**src/rtl/assert_macros.svh**
```systemverilog
// ---------------------------------------------------------------------------
// Assertion macros
// Shared wrappers for the concurrent assertions of the range offset encoder.
// ---------------------------------------------------------------------------
`ifndef ASSERT_MACROS_SVH
`define ASSERT_MACROS_SVH

// The property must hold at every clock edge outside reset.
`define ASSERT_PROP(lbl, clk, rstn, prop, msg) \
  lbl: assert property (@(posedge clk) disable iff (!rstn) (prop)) \
    else $error(msg);

// The expression must never be true at a clock edge outside reset.
`define ASSERT_NEVER(lbl, clk, rstn, expr, msg) \
  lbl: assert property (@(posedge clk) disable iff (!rstn) !(expr)) \
    else $error(msg);

`endif

```
**src/rtl/brto_pkg.sv**
```systemverilog
// ---------------------------------------------------------------------------
// Range offset encoder package
// Port widths, codes and shared types of the bitmap to range offset encoder.
// ---------------------------------------------------------------------------
package brto_pkg;

  // Fixed widths of the payload ports.
  localparam int unsigned POS_PORT_BITS  = 32;
  localparam int unsigned WORD_PORT_BITS = 64;
  localparam int unsigned OFFSET_BITS    = 32;

  // Each lane scans one byte of the bitmap word.
  localparam int unsigned LANE_BITS     = 8;
  localparam int unsigned LANE_IDX_BITS = 3;

  // Input command codes.
  typedef enum logic {
    CMD_WORD   = 1'b0,
    CMD_FINISH = 1'b1
  } cmd_e;

  // Meaning of an emitted offset.
  typedef enum logic [1:0] {
    KIND_FIRST  = 2'd0,
    KIND_GAP    = 2'd1,
    KIND_LENGTH = 2'd2
  } kind_e;

  // What one lane found in its byte.
  typedef struct packed {
    logic                     hit;
    logic [LANE_IDX_BITS-1:0] idx;
  } lane_hit_t;

  // Control flags that travel with one run.
  typedef struct packed {
    logic finish;
    logic last;
  } run_ctl_t;

endpackage

```
**src/rtl/bitmap_to_range_offsets.sv**
```systemverilog
// ---------------------------------------------------------------------------
// Bitmap to range offsets encoder
// Turns a stream of bitmap words into run-length range offsets.
// ---------------------------------------------------------------------------
// Usage: the input channel takes one transaction per item, either a bitmap
// word with the position of its bit 0 (cmd 0) or a finish command (cmd 1).
// The output channel carries one offset per transaction: absolute first start,
// gap from the previous range end, or range length minus one; last_of_item
// marks the final offset an item causes. Items that cause no offset produce
// no output transaction.
// Path: the offsets of a word pass through the capture, run and output registers.
// Throughput: a capture register, a run register and the output register
// form a three-stage pipeline. The lane finder extracts one run per cycle
// while the run register has room, so a word with several runs stays in the
// capture register until its last run is taken; each run that opens a new
// range needs two output transactions (length, then gap), which sets the rate of dense words.
// Reset: all stages empty, no range open, positions cleared.
// Stall: when the receiver holds ready low the output register keeps its
// offset; the run and capture registers fill and then input ready drops.
// ---------------------------------------------------------------------------
module bitmap_to_range_offsets #(
  parameter int unsigned WORD_BITS     = 64,
  parameter int unsigned POSITION_BITS = 32
) (
  input  logic                                clk_i,
  input  logic                                rst_ni,
  input  logic                                in_valid_i,
  output logic                                in_ready_o,
  input  logic                                cmd_i,
  input  logic [brto_pkg::POS_PORT_BITS-1:0]  word_position_i,
  input  logic [brto_pkg::WORD_PORT_BITS-1:0] bit_word_i,
  output logic                                out_valid_o,
  input  logic                                out_ready_i,
  output logic [brto_pkg::OFFSET_BITS-1:0]    offset_value_o,
  output logic [1:0]                          offset_kind_o,
  output logic                                last_of_item_o
);
  import brto_pkg::*;

  localparam int unsigned IdxBits = $clog2(WORD_BITS);

  logic                     in_accept;
  logic [WORD_BITS-1:0]     word;
  logic [WORD_BITS-1:0]     start_in;
  logic [WORD_BITS-1:0]     end_in;

  logic                     cap_valid_q, cap_valid_d;
  logic                     cap_finish_q;
  logic [POSITION_BITS-1:0] cap_base_q;
  logic [WORD_BITS-1:0]     cap_start_q;
  logic [WORD_BITS-1:0]     cap_end_q;
  logic                     cap_done;

  logic                     start_found, end_found;
  logic [IdxBits-1:0]       start_idx, end_idx;
  logic [WORD_BITS-1:0]     start_onehot, end_onehot;
  logic [WORD_BITS-1:0]     start_rest, end_rest;

  logic                     run_valid_q, run_valid_d;
  run_ctl_t                 run_ctl_q;
  logic [POSITION_BITS-1:0] run_first_pos_q;
  logic [POSITION_BITS-1:0] run_end_pos_q;
  logic                     run_ready;
  logic                     run_load;
  logic                     run_take;

  // Run boundaries of the incoming word: a start is a set bit whose lower
  // neighbour is clear, an end is a set bit whose upper neighbour is clear.
  assign word      = bit_word_i[WORD_BITS-1:0];
  assign start_in  = word & ~(word << 1);
  assign end_in    = word & ~(word >> 1);
  assign in_accept = in_valid_i && in_ready_o;

  // Lane finders for the next run start and its end.
  brto_finder #(
    .WORD_BITS (WORD_BITS),
    .IDX_BITS  (IdxBits)
  ) u_find_start (
    .mask_i   (cap_start_q),
    .found_o  (start_found),
    .idx_o    (start_idx),
    .onehot_o (start_onehot)
  );

  brto_finder #(
    .WORD_BITS (WORD_BITS),
    .IDX_BITS  (IdxBits)
  ) u_find_end (
    .mask_i   (cap_end_q),
    .found_o  (end_found),
    .idx_o    (end_idx),
    .onehot_o (end_onehot)
  );

  assign start_rest = cap_start_q & ~start_onehot;
  assign end_rest   = cap_end_q & ~end_onehot;
  assign run_ready  = !run_valid_q || run_take;

  // Capture stage sequencing: one run leaves per cycle while there is room.
  always_comb begin
    run_load = 1'b0;
    cap_done = 1'b0;
    if (cap_valid_q) begin
      if (cap_finish_q) begin
        run_load = run_ready;
        cap_done = run_ready;
      end else if (!(start_found && end_found)) begin
        cap_done = 1'b1;
      end else begin
        run_load = run_ready;
        cap_done = run_ready && (start_rest == '0);
      end
    end
  end

  assign in_ready_o  = !cap_valid_q || cap_done;
  assign cap_valid_d = in_accept || (cap_valid_q && !cap_done);
  assign run_valid_d = run_load || (run_valid_q && !run_take);

  // Valid flags.
  always_ff @(posedge clk_i or negedge rst_ni) begin
    if (!rst_ni) begin
      cap_valid_q <= 1'b0;
      run_valid_q <= 1'b0;
    end else begin
      cap_valid_q <= cap_valid_d;
      run_valid_q <= run_valid_d;
    end
  end

  // Capture payload: load on a transaction, shrink as runs are taken.
  always_ff @(posedge clk_i) begin
    if (in_accept) begin
      cap_finish_q <= (cmd_i == CMD_FINISH);
      cap_base_q   <= POSITION_BITS'(word_position_i);
      cap_start_q  <= start_in;
      cap_end_q    <= end_in;
    end else if (run_load) begin
      cap_start_q <= start_rest;
      cap_end_q   <= end_rest;
    end
  end

  // Run payload: absolute first and last position of the run.
  always_ff @(posedge clk_i) begin
    if (run_load) begin
      run_ctl_q.finish <= cap_finish_q;
      run_ctl_q.last   <= cap_finish_q || (start_rest == '0);
      run_first_pos_q  <= cap_base_q + POSITION_BITS'(start_idx);
      run_end_pos_q    <= cap_base_q + POSITION_BITS'(end_idx);
    end
  end

  brto_emit #(
    .POSITION_BITS (POSITION_BITS)
  ) u_emit (
    .clk_i           (clk_i),
    .rst_ni          (rst_ni),
    .run_valid_i     (run_valid_q),
    .run_ctl_i       (run_ctl_q),
    .run_first_pos_i (run_first_pos_q),
    .run_end_pos_i   (run_end_pos_q),
    .run_take_o      (run_take),
    .out_valid_o     (out_valid_o),
    .out_ready_i     (out_ready_i),
    .offset_value_o  (offset_value_o),
    .offset_kind_o   (offset_kind_o),
    .last_of_item_o  (last_of_item_o)
  );

endmodule

```
**src/rtl/brto_lane.sv**
```systemverilog
// ---------------------------------------------------------------------------
// Lane scanner
// Finds the lowest set bit within one byte-wide lane of a mask.
// ---------------------------------------------------------------------------
module brto_lane (
  input  logic [brto_pkg::LANE_BITS-1:0] bits_i,
  output brto_pkg::lane_hit_t            hit_o
);
  import brto_pkg::*;

  // Priority encode toward the lowest bit.
  always_comb begin
    hit_o.hit = |bits_i;
    hit_o.idx = '0;
    for (int i = LANE_BITS - 1; i >= 0; i--) begin
      if (bits_i[i]) begin
        hit_o.idx = LANE_IDX_BITS'(i);
      end
    end
  end

endmodule

```
**src/rtl/brto_finder.sv**
```systemverilog
// ---------------------------------------------------------------------------
// Lowest bit finder
// Splits a mask into lanes, scans them side by side and merges the results
// into the index and one-hot mask of the lowest set bit.
// ---------------------------------------------------------------------------
module brto_finder #(
  parameter int unsigned WORD_BITS = 64,
  parameter int unsigned IDX_BITS  = 6
) (
  input  logic [WORD_BITS-1:0] mask_i,
  output logic                 found_o,
  output logic [IDX_BITS-1:0]  idx_o,
  output logic [WORD_BITS-1:0] onehot_o
);
  import brto_pkg::*;

  localparam int unsigned NumLanes = (WORD_BITS + LANE_BITS - 1) / LANE_BITS;
  localparam int unsigned PadBits  = NumLanes * LANE_BITS;

  logic [PadBits-1:0]        mask_pad;
  lane_hit_t [NumLanes-1:0]  hits;

  assign mask_pad = PadBits'(mask_i);

  // One scanner per lane.
  for (genvar l = 0; l < NumLanes; l++) begin : g_lane
    brto_lane u_lane (
      .bits_i (mask_pad[l*LANE_BITS +: LANE_BITS]),
      .hit_o  (hits[l])
    );
  end

  // Merge: the lowest lane with a hit wins.
  always_comb begin
    found_o = 1'b0;
    idx_o   = '0;
    for (int l = NumLanes - 1; l >= 0; l--) begin
      if (hits[l].hit) begin
        found_o = 1'b1;
        idx_o   = IDX_BITS'(l * LANE_BITS) | IDX_BITS'(hits[l].idx);
      end
    end
  end

  // Decode the winner so the caller can clear it.
  assign onehot_o = found_o ? (WORD_BITS'(1) << idx_o) : '0;

endmodule

```
**src/rtl/brto_emit.sv**
```systemverilog
// ---------------------------------------------------------------------------
// Offset emitter
// Holds the encoder state, turns each run into its offsets and drives the
// output register, one offset per transaction.
// ---------------------------------------------------------------------------
`include "assert_macros.svh"

module brto_emit #(
  parameter int unsigned POSITION_BITS = 32
) (
  input  logic                               clk_i,
  input  logic                               rst_ni,
  input  logic                               run_valid_i,
  input  brto_pkg::run_ctl_t                 run_ctl_i,
  input  logic [POSITION_BITS-1:0]           run_first_pos_i,
  input  logic [POSITION_BITS-1:0]           run_end_pos_i,
  output logic                               run_take_o,
  output logic                               out_valid_o,
  input  logic                               out_ready_i,
  output logic [brto_pkg::OFFSET_BITS-1:0]   offset_value_o,
  output logic [1:0]                         offset_kind_o,
  output logic                               last_of_item_o
);
  import brto_pkg::*;

  logic                     out_valid_q, out_valid_d;
  logic [OFFSET_BITS-1:0]   out_value_q, out_value_d;
  kind_e                    out_kind_q, out_kind_d;
  logic                     out_last_q, out_last_d;
  logic                     pend_valid_q, pend_valid_d;
  logic [OFFSET_BITS-1:0]   pend_value_q, pend_value_d;
  logic                     pend_last_q, pend_last_d;
  logic [POSITION_BITS-1:0] prev_q, prev_d;
  logic [POSITION_BITS-1:0] start_q, start_d;
  logic                     seen_q, seen_d;
  logic                     out_free;
  logic [POSITION_BITS-1:0] len_m1;
  logic [POSITION_BITS-1:0] gap;

  assign out_free = !out_valid_q || out_ready_i;
  assign len_m1   = prev_q - start_q;
  assign gap      = run_first_pos_i - prev_q;

  // Offset generation: a pending gap goes out before the next run is taken.
  always_comb begin
    out_valid_d  = out_valid_q && !out_ready_i;
    out_value_d  = out_value_q;
    out_kind_d   = out_kind_q;
    out_last_d   = out_last_q;
    pend_valid_d = pend_valid_q;
    pend_value_d = pend_value_q;
    pend_last_d  = pend_last_q;
    prev_d       = prev_q;
    start_d      = start_q;
    seen_d       = seen_q;
    run_take_o   = 1'b0;
    if (out_free) begin
      if (pend_valid_q) begin
        out_valid_d  = 1'b1;
        out_value_d  = pend_value_q;
        out_kind_d   = KIND_GAP;
        out_last_d   = pend_last_q;
        pend_valid_d = 1'b0;
      end else if (run_valid_i) begin
        run_take_o = 1'b1;
        if (run_ctl_i.finish) begin
          // Flush the open range and return to the reset state.
          if (seen_q) begin
            out_valid_d = 1'b1;
            out_value_d = OFFSET_BITS'(len_m1);
            out_kind_d  = KIND_LENGTH;
            out_last_d  = 1'b1;
          end
          prev_d  = '0;
          start_d = '0;
          seen_d  = 1'b0;
        end else begin
          if (!seen_q) begin
            // Very first range: absolute start.
            out_valid_d = 1'b1;
            out_value_d = OFFSET_BITS'(run_first_pos_i);
            out_kind_d  = KIND_FIRST;
            out_last_d  = run_ctl_i.last;
            start_d     = run_first_pos_i;
            seen_d      = 1'b1;
          end else if (run_first_pos_i != prev_q + POSITION_BITS'(1)) begin
            // New range: close the old one, then send the gap.
            out_valid_d  = 1'b1;
            out_value_d  = OFFSET_BITS'(len_m1);
            out_kind_d   = KIND_LENGTH;
            out_last_d   = 1'b0;
            pend_valid_d = 1'b1;
            pend_value_d = OFFSET_BITS'(gap);
            pend_last_d  = run_ctl_i.last;
            start_d      = run_first_pos_i;
          end
          prev_d = run_end_pos_i;
        end
      end
    end
  end

  // Control and state registers.
  always_ff @(posedge clk_i or negedge rst_ni) begin
    if (!rst_ni) begin
      out_valid_q  <= 1'b0;
      pend_valid_q <= 1'b0;
      prev_q       <= '0;
      start_q      <= '0;
      seen_q       <= 1'b0;
    end else begin
      out_valid_q  <= out_valid_d;
      pend_valid_q <= pend_valid_d;
      prev_q       <= prev_d;
      start_q      <= start_d;
      seen_q       <= seen_d;
    end
  end

  // Payload registers.
  always_ff @(posedge clk_i) begin
    out_value_q  <= out_value_d;
    out_kind_q   <= out_kind_d;
    out_last_q   <= out_last_d;
    pend_value_q <= pend_value_d;
    pend_last_q  <= pend_last_d;
  end

  assign out_valid_o    = out_valid_q;
  assign offset_value_o = out_value_q;
  assign offset_kind_o  = out_kind_q;
  assign last_of_item_o = out_last_q;

  // A pending gap only exists once a range is open.
  `ASSERT_PROP(a_pend_needs_seen, clk_i, rst_ni, pend_valid_q |-> seen_q, "gap pending with no range open")
  // A pending gap sits behind a non-final length offset.
  `ASSERT_PROP(a_pend_behind_length, clk_i, rst_ni, pend_valid_q |-> (out_valid_q && out_kind_q == KIND_LENGTH && !out_last_q), "pending gap not behind a length")
  // An absolute start on the output implies an open range.
  `ASSERT_NEVER(a_first_without_seen, clk_i, rst_ni, out_valid_q && out_kind_q == KIND_FIRST && !seen_q, "first start shown with no range open")
  // Finish leaves the encoder in its reset state.
  `ASSERT_PROP(a_finish_clears, clk_i, rst_ni, (run_take_o && run_ctl_i.finish) |=> (!seen_q && !pend_valid_q), "finish did not clear the state")

endmodule
```
**config.mk**
```make
export PLATFORM = sky130hd
export DESIGN_NAME = bitmap_to_range_offsets
export DESIGN_NICKNAME = d
export VERILOG_FILES = /design/src/rtl/brto_pkg.sv /design/src/rtl/bitmap_to_range_offsets.sv /design/src/rtl/brto_lane.sv /design/src/rtl/brto_finder.sv /design/src/rtl/brto_emit.sv
export VERILOG_INCLUDE_DIRS = /design/src /design/src/rtl
export SDC_FILE = /design/constraint.sdc
export NUM_CORES = 1
export LEC_CHECK = 0
export BUFFER_PORTS_ARGS = -buffer_cell sky130_fd_sc_hd__buf_2
export CAP_MARGIN = 25
export CORE_ASPECT_RATIO = 1.2
export CORE_MARGIN = 1
export CORE_UTILIZATION = 55
export DETAILED_ROUTE_END_ITERATION = 16
export GPL_TIMING_DRIVEN = 1
export PLACE_DENSITY = 0.73
export SYNTH_ARGS = -nofsm -noshare
export SYNTH_HDL_FRONTEND = slang
export SYNTH_SLANG_ARGS = --single-unit
export TNS_END_PERCENT = 5
```
**constraint.sdc**
```tcl
create_clock -name clk_i -period 17.24 [get_ports clk_i]
set_input_delay 3.448 -clock clk_i [delete_from_list [all_inputs] [get_ports clk_i]]
set_output_delay 3.448 -clock clk_i [all_outputs]
set_load 0.02 [all_outputs]
```
==> flow_metrics.tcl <==
set metrics [dict create \
    place_congestion 0.948 \
    power_frac_seq 0.360 \
    finalPower_uw 5400 \
    postSynthCellCount 2282 \
    p_sw_frac 0.432 \
    holdPathEnd "u_emit.start_q[25]$_DFFE_PN0P_" \
    fin_ws_ns 7.97 \
    fp-row-count 81 \
    post-route-util 0.623 \
    wl_um 67800 \
    grt_use_met2 0.560 \
    grt_overflow 0 \
    cp_num_buf_inv 3 \
    p_comb_frac 0.484 \
    grt.busiest_layer "met2" \
    grt_pass1_wl_um 102000 \
    grt_pass1_vias 17671 \
    critPathLaunchType "register" \
    clk_path_buf_depth 3 \
    mostFrequentLayoutCell "edfxtp_1" \
    power_density_nw_per_um2 212 \
    hold_slack_ns 0.499 \
    cts_tree "done" \
    p_clk_frac 0.156 \
    die_w_um 188 \
    cts_root_buffer "clkbuf_16" \
    synth_edf_count 295 \
    worstPathRequired_ns 13.79 \
    fin_skew_ns 0.0108 \
    rr_startpoint "cap_start_q[48]$_DFFE_PP_" \
    cp_slowest_cell "or4_1" \
    syn_area_um2 22900 \
    use_met3 0.0396 \
    area_growth_pct 11.3 \
    ys_seq_elements 364 \
    hold_viol 0 \
    status "finished, final reports clean" \
    drt_iter0_drc 1205 \
    use_met1 0.368 \
    power.net_switching_uw 2330 \
    reg2reg_depth 15 \
    place.port_buffers 137 \
    rsz0062_at_grt "false" \
    dp_hpwl_um 52300 \
    synthArstFlopShare 0.190 \
    period_needed_ns 9.27 \
    cp-end-kind "output pin" \
    setup_tns_ns 0 \
    ios 138 \
    ir_worst_vdd_mv 0.230 \
    slew_viol_final 0 \
    arrival_ns 5.82 \
    setup_viol 0 \
    nNetsFinal 2598 \
    viasPerCell 6.15 \
    worst_pin_slew_ns 1.05 \
    ant_nets 0 \
    crit_family "simple AND/OR/NAND/NOR gates" \
    drt_pass1_iterations 5 \
    drive_gt1_frac 0.114 \
    layout_common_cells "edfxtp_1, nand2_1, o21ai_0, nor2_1, buf_2" \
    die_y_um 225 \
    hold_class "reg -> reg" \
    slew_headroom 0.299 \
    pre_cts_ws_ns 8.63 \
    ctsHoldBuffers 0 \
    avgSynthCellArea_um2 10.0 \
    rr_endpoint "cap_start_q[52]$_DFFE_PP_" \
    numCtsBuffers 39 \
    fmax_mhz 108 \
    syn_nets 2462 \
    worstPathCellList "or4_1 -> nor2_1 -> o31ai_1 -> a211oi_1 -> or2_2 -> inv_2 -> nor4_1 -> o211ai_1 -> or4_1 -> nor4_1 -> a41o_1 -> a21oi_1 -> inv_1 -> buf_2" \
    hp-start "u_emit.start_q[25]$_DFFE_PN0P_" \
    clk_latency_ns 0.56 \
    synth-main-ff-cell "edfxtp_1" \
    path_class "reg -> out" \
    dieArea_um2 42400 \
    grt_usage 0.320 \
    numClockSinks 364 \
    r2r_slack_ns 10.31 \
    ys_seq_area_frac 0.463 \
    antenna_found_initial 9 \
    htreeDepth 2 \
    routed-via-count 18408 \
    synth_cell_types 85 \
    fillers 3333 \
    yosysWarnings 0 \
    worstHoldPathCells 1 \
    maxCapViolCount 0 \
    p_int_uw 3070 \
    grt_max_degree 90 \
    cp_max_fo 27 \
    drcViolationCount 0 \
    postCtsResizedCells 0 \
    start_util 0.560 \
    p_leak_uw 0.00982 \
    fin_crit_sh 0.538 \
    post-cts-setup-buffer-count 0 \
    clk_pin_slew_worst_paths_ns 0.06 \
    max_stage_delay_ns 0.72 \
    wl_per_cell_um 22.6 \
    core_um2 40800 \
]
[state kept, by name, summed over array words and instances, names as in the netlist, 2 cells and up]
name	flops
run_ctl_q	2
u_emit.start_q	32
cap_base_q	32
u_emit.prev_q	32
u_emit.offset_kind_o	2
run_end_pos_q	32
u_emit.offset_value_o	32
cap_start_q	64
u_emit.pend_value_q	32
cap_end_q	64
run_first_pos_q	32
[final cells by class]
cell class	count	area, um2	share of cell area
clock buffers	53	1120	0.0441
repair buffers	171	951	0.0374
flip-flops and latches	364	10600	0.416
multi-input cells	1718	11500	0.451
clock inverters	17	145	0.00570
inverters	124	468	0.0184
diodes	9	22.5	0.000885
well taps	539	674	0.0265
[worst max-delay path by stage]
stage	cells after the start	end	slack, ns	start
floorplan	4	cap_end_q[0]$_DFFE_PP_	7.21	out_ready_i
global placement	14	in_ready_o	8.52	cap_start_q[29]$_DFFE_PP_
detailed placement	14	in_ready_o	8.63	cap_start_q[29]$_DFFE_PP_
CTS	14	in_ready_o	7.98	cap_start_q[29]$_DFFE_PP_
global route	14	in_ready_o	7.79	cap_start_q[29]$_DFFE_PP_
finish	14	in_ready_o	7.97	cap_start_q[29]$_DFFE_PP_
[metrics by stage]
stage / cells / area [um2]
finish: 2995 / 25400
global route: 2994 / 25400
CTS: 2985 / 25400
detailed placement: 2915 / 24100
global placement: 2914 / 24100
floorplan: 2282 / 22900
[Yosys cell counts (all sizes together) (4+ instances only)]
master | count | area, um2
a2111oi | 8 | 76.3
nand4 | 39 | 244
dfrtp | 69 | 1730
a21boi | 4 | 30.0
o211ai | 14 | 105
and2 | 12 | 75.1
nor3 | 44 | 220
xnor2 | 91 | 797
ha | 75 | 938
o21bai | 15 | 113
a211oi | 13 | 97.6
mux2 | 30 | 338
fa | 4 | 80.1
and4 | 8 | 70.1
a21oi | 92 | 464
or4 | 23 | 176
a22oi | 20 | 150
o31a | 16 | 140
mux2i | 109 | 1090
nand3 | 48 | 240
nor2b | 35 | 219
a31oi | 12 | 75.1
or2 | 7 | 43.8
a21o | 17 | 128
buf | 24 | 190
edfxtp | 295 | 8860
nand2 | 199 | 747
o311ai | 7 | 61.3
nand2b | 124 | 776
o21a | 26 | 195
xor2 | 57 | 499
o41ai | 20 | 183
clkbuf | 52 | 195
nor4 | 39 | 274
nor3b | 4 | 30.0
nor2 | 169 | 642
and3 | 14 | 87.6
o21ai | 183 | 920
inv | 123 | 464
o22ai | 16 | 100
o31ai | 51 | 383
or3 | 18 | 113
a22o | 13 | 114
[power groups by stage]
stage                     clock network, uW  logic, uW  registers, uW
final                                   843       2610           1940
after CTS                               857       2590           1930
after floorplan                           0       1870           1900
after global routing                    886       2870           1990
after detailed placement                  0       2570           1950
after global placement                    0       2530           1930
[cell families after synthesis]
logic type	after synthesis	share of synthesized area
AND/OR/NAND/NOR	791	0.176
AO/OA/AOI/OAI	561	0.160
flip-flops	364	0.463
buffers and inverters	200	0.0373
XOR/XNOR	148	0.0567
multiplexers	139	0.0625
adder cells (fa/ha/maj)	79	0.0445
[worst register-to-register path: stages (launching register included)]
cell and delay (ns):
edfxtp_1 0.48, nor4_1 0.62, nor2_1 0.09, o31ai_1 0.51, a211oi_1 0.15, or2_2 0.54, inv_2 0.52, nand2_1 0.55
o22ai_1 0.45, nand4_1 0.15, or4_1 0.61, nor4_4 0.41, nor2_4 0.10, inv_4 0.21, buf_4 0.79, mux2_1 0.48
[routing by layer]
metal / vias up / share of wire
li1: 8765 / -
met1: 8733 / 0.38
met2: 704 / 0.50
met3: 204 / 0.055
met4: 2 / 0.071
met5: - / 0.00021
Note: power is estimated with default switching activity, not from simulation.
